[src/rtl/spq_pkg.sv]
// Shared types and codes of the sorted priority queue.
package spq_pkg;

    localparam int ValueW  = 16;
    localparam int WeightW = 24;

    typedef enum logic [0:0] {
        CMD_ENQ = 1'b0,
        CMD_DEQ = 1'b1
    } t_cmd;

    typedef enum logic [1:0] {
        ST_OK    = 2'd0,
        ST_EMPTY = 2'd1,
        ST_FULL  = 2'd2
    } t_status;

    typedef struct packed {
        logic               valid;
        logic [ValueW-1:0]  value;
        logic [WeightW-1:0] weight;
    } t_slot;

    typedef struct packed {
        logic               enq;
        logic               deq;
        logic               head_ins;
        logic [ValueW-1:0]  value;
        logic [WeightW-1:0] weight;
    } t_op;

endpackage

[src/rtl/spq_cell.sv]
// One slot of the sorted chain: compare, hold, insert or shift.
module spq_cell (
    input  logic           i_clk,
    input  logic           i_rst_n,
    input  logic           i_first,
    input  spq_pkg::t_op   i_op,
    input  spq_pkg::t_slot i_left,
    input  logic           i_left_shift,
    input  spq_pkg::t_slot i_right,
    output spq_pkg::t_slot o_slot,
    output logic           o_shift
);

    logic                        r_valid;
    logic [spq_pkg::ValueW-1:0]  r_value;
    logic [spq_pkg::WeightW-1:0] r_weight;

    assign o_shift = i_op.head_ins
                   || (!i_first && (!r_valid || r_weight >= i_op.weight));

    assign o_slot = '{valid: r_valid, value: r_value, weight: r_weight};

    always_ff @(posedge i_clk) begin
        if (!i_rst_n) begin
            r_valid <= 1'b0;
        end else if (i_op.enq) begin
            if (i_left_shift) begin
                r_valid <= i_left.valid;
            end else if (o_shift) begin
                r_valid <= 1'b1;
            end
        end else if (i_op.deq) begin
            r_valid <= i_right.valid;
        end
    end

    always_ff @(posedge i_clk) begin
        if (i_op.enq) begin
            if (i_left_shift) begin
                r_value  <= i_left.value;
                r_weight <= i_left.weight;
            end else if (o_shift) begin
                r_value  <= i_op.value;
                r_weight <= i_op.weight;
            end
        end else if (i_op.deq) begin
            r_value  <= i_right.value;
            r_weight <= i_right.weight;
        end
    end

endmodule

[src/rtl/sorted_priority_queue.sv]
// Top level of the sorted priority queue built as a chain of slot cells.
//
// Input channel s_axis: tuser bit 0 is the command (0 enqueue, 1 dequeue),
// tdata carries the entry value and weight. Every accepted word gives exactly
// one result word on m_axis: tuser is the status (ok, refused empty, refused
// full), tdata the removed head value, the empty flag and the entry count.
// Entries stay sorted by ascending weight across DEPTH cells; all cells
// compare against the new weight at once and shift or insert in the same
// cycle, so one word is taken per cycle while the output is not stalled, and
// its result appears from the output register in the cycle after acceptance.
// A new word is taken while the output register is empty or being drained
// in that cycle; when the receiver stalls the result holds and s_axis_tready
// drops until it is taken.
// Reset empties the queue and the output register and holds s_axis_tready
// low while it lasts; slot payloads are left as they are and are never read
// before being written.
module sorted_priority_queue #(
    parameter int DEPTH = 16
) (
    input  logic        i_clk,
    input  logic        i_rst_n,
    input  logic        s_axis_tvalid,
    output logic        s_axis_tready,
    input  logic [39:0] s_axis_tdata,  // item_value[15:0], item_weight[39:16]
    input  logic [0:0]  s_axis_tuser,  // command[0]
    output logic        m_axis_tvalid,
    input  logic        m_axis_tready,
    output logic [23:0] m_axis_tdata,  // out_value[15:0], is_empty[16],
                                       // entry_count[21:17], zero pad
    output logic [1:0]  m_axis_tuser   // status[1:0]
);

    localparam int CntW = $clog2(DEPTH + 1);

    logic [CntW-1:0]   r_count;
    logic [CntW-1:0]   n_count;
    logic              r_out_valid;
    logic [15:0]       r_out_value;
    logic [1:0]        r_out_status;
    logic              r_out_empty;
    logic [4:0]        r_out_count;

    logic              w_accept;
    logic              w_full;
    logic              w_empty;
    spq_pkg::t_op      w_op;
    spq_pkg::t_slot    w_slot  [DEPTH];
    logic              w_shift [DEPTH];
    spq_pkg::t_status  w_status;
    logic [CntW+4:0]   w_cnt_ext;

    assign s_axis_tready = i_rst_n && (!r_out_valid || m_axis_tready);
    assign w_accept      = s_axis_tvalid && s_axis_tready;
    assign w_full        = (r_count == CntW'(DEPTH));
    assign w_empty       = (r_count == '0);

    always_comb begin
        w_op.value    = s_axis_tdata[15:0];
        w_op.weight   = s_axis_tdata[39:16];
        w_op.enq      = w_accept && (s_axis_tuser[0] == spq_pkg::CMD_ENQ) && !w_full;
        w_op.deq      = w_accept && (s_axis_tuser[0] == spq_pkg::CMD_DEQ) && !w_empty;
        w_op.head_ins = !w_slot[0].valid || (w_slot[0].weight > w_op.weight);
    end

    always_comb begin
        n_count  = r_count;
        w_status = spq_pkg::ST_OK;
        if (s_axis_tuser[0] == spq_pkg::CMD_ENQ) begin
            if (w_full) begin
                w_status = spq_pkg::ST_FULL;
            end else begin
                n_count = r_count + CntW'(1);
            end
        end else begin
            if (w_empty) begin
                w_status = spq_pkg::ST_EMPTY;
            end else begin
                n_count = r_count - CntW'(1);
            end
        end
    end

    assign w_cnt_ext = {5'd0, n_count};

    for (genvar g = 0; g < DEPTH; g++) begin : g_cell
        spq_pkg::t_slot w_left;
        spq_pkg::t_slot w_right;
        logic           w_left_shift;
        if (g == 0) begin : g_head
            assign w_left       = '0;
            assign w_left_shift = 1'b0;
        end else begin : g_body
            assign w_left       = w_slot[g-1];
            assign w_left_shift = w_shift[g-1];
        end
        if (g == DEPTH - 1) begin : g_tail
            assign w_right = '0;
        end else begin : g_mid
            assign w_right = w_slot[g+1];
        end
        spq_cell u_cell (
            .i_clk        (i_clk),
            .i_rst_n      (i_rst_n),
            .i_first      (g == 0),
            .i_op         (w_op),
            .i_left       (w_left),
            .i_left_shift (w_left_shift),
            .i_right      (w_right),
            .o_slot       (w_slot[g]),
            .o_shift      (w_shift[g])
        );
    end

    always_ff @(posedge i_clk) begin
        if (!i_rst_n) begin
            r_count     <= '0;
            r_out_valid <= 1'b0;
        end else begin
            if (w_accept) begin
                r_count     <= n_count;
                r_out_valid <= 1'b1;
            end else if (m_axis_tready) begin
                r_out_valid <= 1'b0;
            end
        end
    end

    always_ff @(posedge i_clk) begin
        if (w_accept) begin
            r_out_value  <= w_op.deq ? w_slot[0].value : 16'd0;
            r_out_status <= w_status;
            r_out_empty  <= (n_count == '0);
            r_out_count  <= w_cnt_ext[4:0];
        end
    end

    assign m_axis_tvalid = r_out_valid;
    assign m_axis_tdata  = {2'b00, r_out_count, r_out_empty, r_out_value};
    assign m_axis_tuser  = r_out_status;

endmodule

[config.mk]
export PLATFORM = sky130hd
export DESIGN_NAME = sorted_priority_queue
export DESIGN_NICKNAME = d
export VERILOG_FILES = /design/src/rtl/spq_pkg.sv /design/src/rtl/spq_cell.sv /design/src/rtl/sorted_priority_queue.sv
export SDC_FILE = /design/constraint.sdc
export NUM_CORES = 2
export LEC_CHECK = 0
export ABC_AREA = 1
export BUFFER_PORTS_ARGS = -buffer_cell sky130_fd_sc_hd__buf_4
export CAP_MARGIN = 10
export CORE_MARGIN = 1
export CORE_UTILIZATION = 30
export CTS_BUF_LIST = sky130_fd_sc_hd__clkbuf_4
export CTS_CLUSTER_SIZE = 25
export DETAILED_ROUTE_END_ITERATION = 10
export GPL_TIMING_DRIVEN = 0
export PLACE_DENSITY_LB_ADDON = 0.3
export SLEW_MARGIN = 40
export SYNTH_ARGS = -nofsm -noshare
export SYNTH_HDL_FRONTEND = slang
export SYNTH_SLANG_ARGS = --single-unit
export TNS_END_PERCENT = 50
[constraint.sdc]
create_clock -name i_clk -period 6.4 [get_ports i_clk]
set_input_delay 0.32 -clock i_clk [delete_from_list [all_inputs] [get_ports i_clk]]
set_output_delay 0.32 -clock i_clk [all_outputs]
set_load 0.005 [all_outputs]
==> out/metrics.cfg <==
[status]
outcome = completed

[layout]
final_cell_area_um2 = 48570
regArea_um2 = 20380
nFillCells = 14310
multi_input_area_um2 = 19170
synthToLayoutAreaGrowth_pct = 16.15
final_cells = 6929
fin_nets = 5415
utilization_pct = 35.24
layout-drive-gt1-share_pct = 12.21

[clocking]
clkSinkCount = 686
insertion_delay_ps = 1250
clockBufferDepth = 3
cts_resized = 0
htreeDepth = 4
cts_buffers = 200
cts_tree = built
post_cts_buffers = 0
path_clk_slew_ps = 70
cts_root_buf = clkbuf_4

[place]
globalplace.congestion = 0.9941
portBuffers = 53
dpl_cell_area_um2 = 45370
place_inst = 6514
dp_hpwl_um = 138800

[timing]
tns_ps = 0
hold_viol = 0
finalSetupViolCount = 0
worst_slew_pin_slew_ps = 952.5
period_needed_ps = 5611
clock_skew_ps = 96.37
maxSlewViolCount = 0
final.period_utilization_pct = 87.68
relSlewSlack_pct = 36.50
max_freq_mhz = 178.2
grt_setup_unrepaired = false

[synthesis]
synthSimpleGateAreaFrac_pct = 21.05
synth_compound_area_share_pct = 12.72
synth.most_common_cell = nand2_1
synth_top_area_share_pct = 47.68
synth_mux_area_share_pct = 0
synth-seq-cells = 686
ys_seq_area_share_pct = 48.74
synth_edf_count = 664
syn-instance-count = 4624
syn_area_um2 = 41820
post-synth-top-area-cell = edfxtp_1
synth_ff_type = edfxtp_1
synthTopCellsByCount = 1345 x nand2_1, 664 x edfxtp_1, 472 x nand3_1
ys_async_sr_fraction_pct = 0
synthAdderAreaFrac_pct = 11.55
ys_top_cells_by_area = edfxtp_1 48%, nand2_1 12%, ha_1 12%
ys_types = 47
synth-xor-area-share_pct = 0.1047
syn_avg_cell_area_um2 = 9.043
yosys_warnings = 0
synth_top_family_by_area = simple AND/OR/NAND/NOR gates

[run]
cap_violations = 0

[die]
start_util_pct = 30.34
rows = 136
coreArea_um2 = 137800
die_area_um2 = 140900
die_w_um = 375.3
io_pins = 73
die_y_um = 375.3

[worst_setup_path]
crit_family = buffers and inverters
worst_setup_path_end_kind = register
path_buf_inv = 7
max_stage_delay_ps = 890
critPathRequiredTime_ps = 7350
critPathArrivalTime_ps = 6560
start_kind = input port
crit_top_cell = buf_8
worstSetupPathType = input port to register
cp_slowest_cell = clkinv_1
cp_cell_sequence = dlygate4sd3_1 > clkbuf_1 > clkinv_1 > ha_1 > a21oi_1 > o21ai_0 > a21oi_1 > nand3_1 > a21boi_4 > nand3_1 > nor2_4 > buf_2 > a21oi_4 > buf_8 > buf_8 > buf_8
cp_max_fo = 19

[routing]
drt-wirelength-per-cell_um = 26.90
drt_iter0_markers = 5266
routed_wl_um = 186400
dr.pass1.iters = 6
via_count = 38960
detail-route-antenna-nets = 0
avgViaCountPerCell = 5.623
drc = 0

[global_routing]
grt_use_met3_pct = 6.162
grt_max_degree = 33
grt_use_total_pct = 25.90
gr-max-usage-layer = met2
grt_pass1_wl_um = 261900
antenna_found_initial = 6
grt_use_met1_pct = 35.25
met2_usage_pct = 38.57
overflow = 0
grt_pass1_vias = 36520

[power]
ir_drop_mv = 0.1520
switchingPower_uw = 3727
power_uw = 11980
seq_power_share_pct = 46.5
power_density_nw_per_um2 = 246.7
swShare_pct = 31.10
combPwrFrac_pct = 16.4
clock_power_share_pct = 37.2
p_int_uw = 8256
leakage_uw = 0.01951

[hold_path]
hold_path_class = input port to register

## cells in the final DEF, fill, tap and decap left out, types with 99 or more instances in the layout
cell type,count
o21ai_0,207
nor2_1,200
clkbuf_4,297
nand2_1,1344
edfxtp_1,664
buf_2,99
a21oi_1,218
o211ai_1,348
inv_1,291
nand3_1,472
ha_1,386
## registers in the layout, indices dropped and copies added, names as in the netlist
signal and count:
g_cell.u_cell.r_valid 16, r_count 5, g_cell.u_cell.r_value 256, r_out_empty 1, m_axis_tuser 2, m_axis_tvalid 1
r_out_count 5, r_out_value 16, g_cell.u_cell.r_weight 384
## path summary, 6_finish.rpt
| kind | start | endpoint | slack (ps) | cells past startpoint |
|---|---|---|---|---|
| setup / recovery | s_axis_tdata[39] | g_cell[13].u_cell.r_weight[9]$_DFFE_PP_ | 790 | 16 |
| hold / removal | s_axis_tdata[24] | g_cell[11].u_cell.r_weight[8]$_DFFE_PP_ | 70 | 4 |
| setup reg to reg | g_cell[0].u_cell.r_weight[14]$_DFFE_PP_ | g_cell[13].u_cell.r_weight[9]$_DFFE_PP_ | 1700 | 14 |
| hold reg to reg | g_cell[15].u_cell.r_valid$_SDFFE_PN0P_ | g_cell[15].u_cell.r_valid$_SDFFE_PN0P_ | 480 | 2 |
## cells by family after synthesis
group | after synthesis
other cells | 1
simple gates | 2116
compound gates | 858
fa+ha+maj | 386
buf+inv | 572
flops | 686
xor+xnor | 5
## worst reg2reg max path, stage by stage, from the launching register on
cell,delay (ps)
edfxtp_1,420
ha_1,290
nand2_1,80
nor2_1,230
nand4_1,410
nor2_2,300
nand3_2,140
a21boi_4,240
nand3_1,400
nor2_4,660
buf_2,500
a21oi_4,200
buf_8,210
buf_8,160
buf_8,180
## per-stage QoR
stage | hold slack, ps | setup slack, ps
floorplan | 437.4 | 730.6
finish | 67.47 | 788.8
detailed placement | 473.5 | 888.1
CTS | 3.897 | 1355
global route | 58.36 | 855.9
global placement | 451.8 | -4477
## repair_timing
action | 4_1_cts | 5_1_grt
hold buffers | 62 | 0
setup endpoints to repair | 0 | 0
hold endpoints to repair | 413 | 0
## power groups by stage
stage	sequential (uW)	combinational (uW)	clock (uW)
3_3_place_gp	5700	1730	0
5_1_grt	5590	2140	4700
2_1_floorplan	5590	1090	0
6_report	5570	1960	4450
4_1_cts	5560	1920	4480
3_5_place_dp	5650	1880	0
## metal layers
metal	wire [um]	up-vias	share of wire, %
met5	0	-	0
met4	9179	0	4.9
met3	20020	462	11
met2	79260	2311	43
met1	77910	18940	42
li1	-	17250	-
## final cells by class
class | count | area share [%]
inverter | 314 | 2.455
antenna | 7 | 0.03607
clock inverter | 49 | 0.6724
multi-input combinational | 3367 | 39.47
buffer | 258 | 2.674
clock buffer | 297 | 4.591
timing repair buffer | 157 | 3.522
sequential | 686 | 41.96
tap | 1794 | 4.622
(Power assumes the default switching activity.)
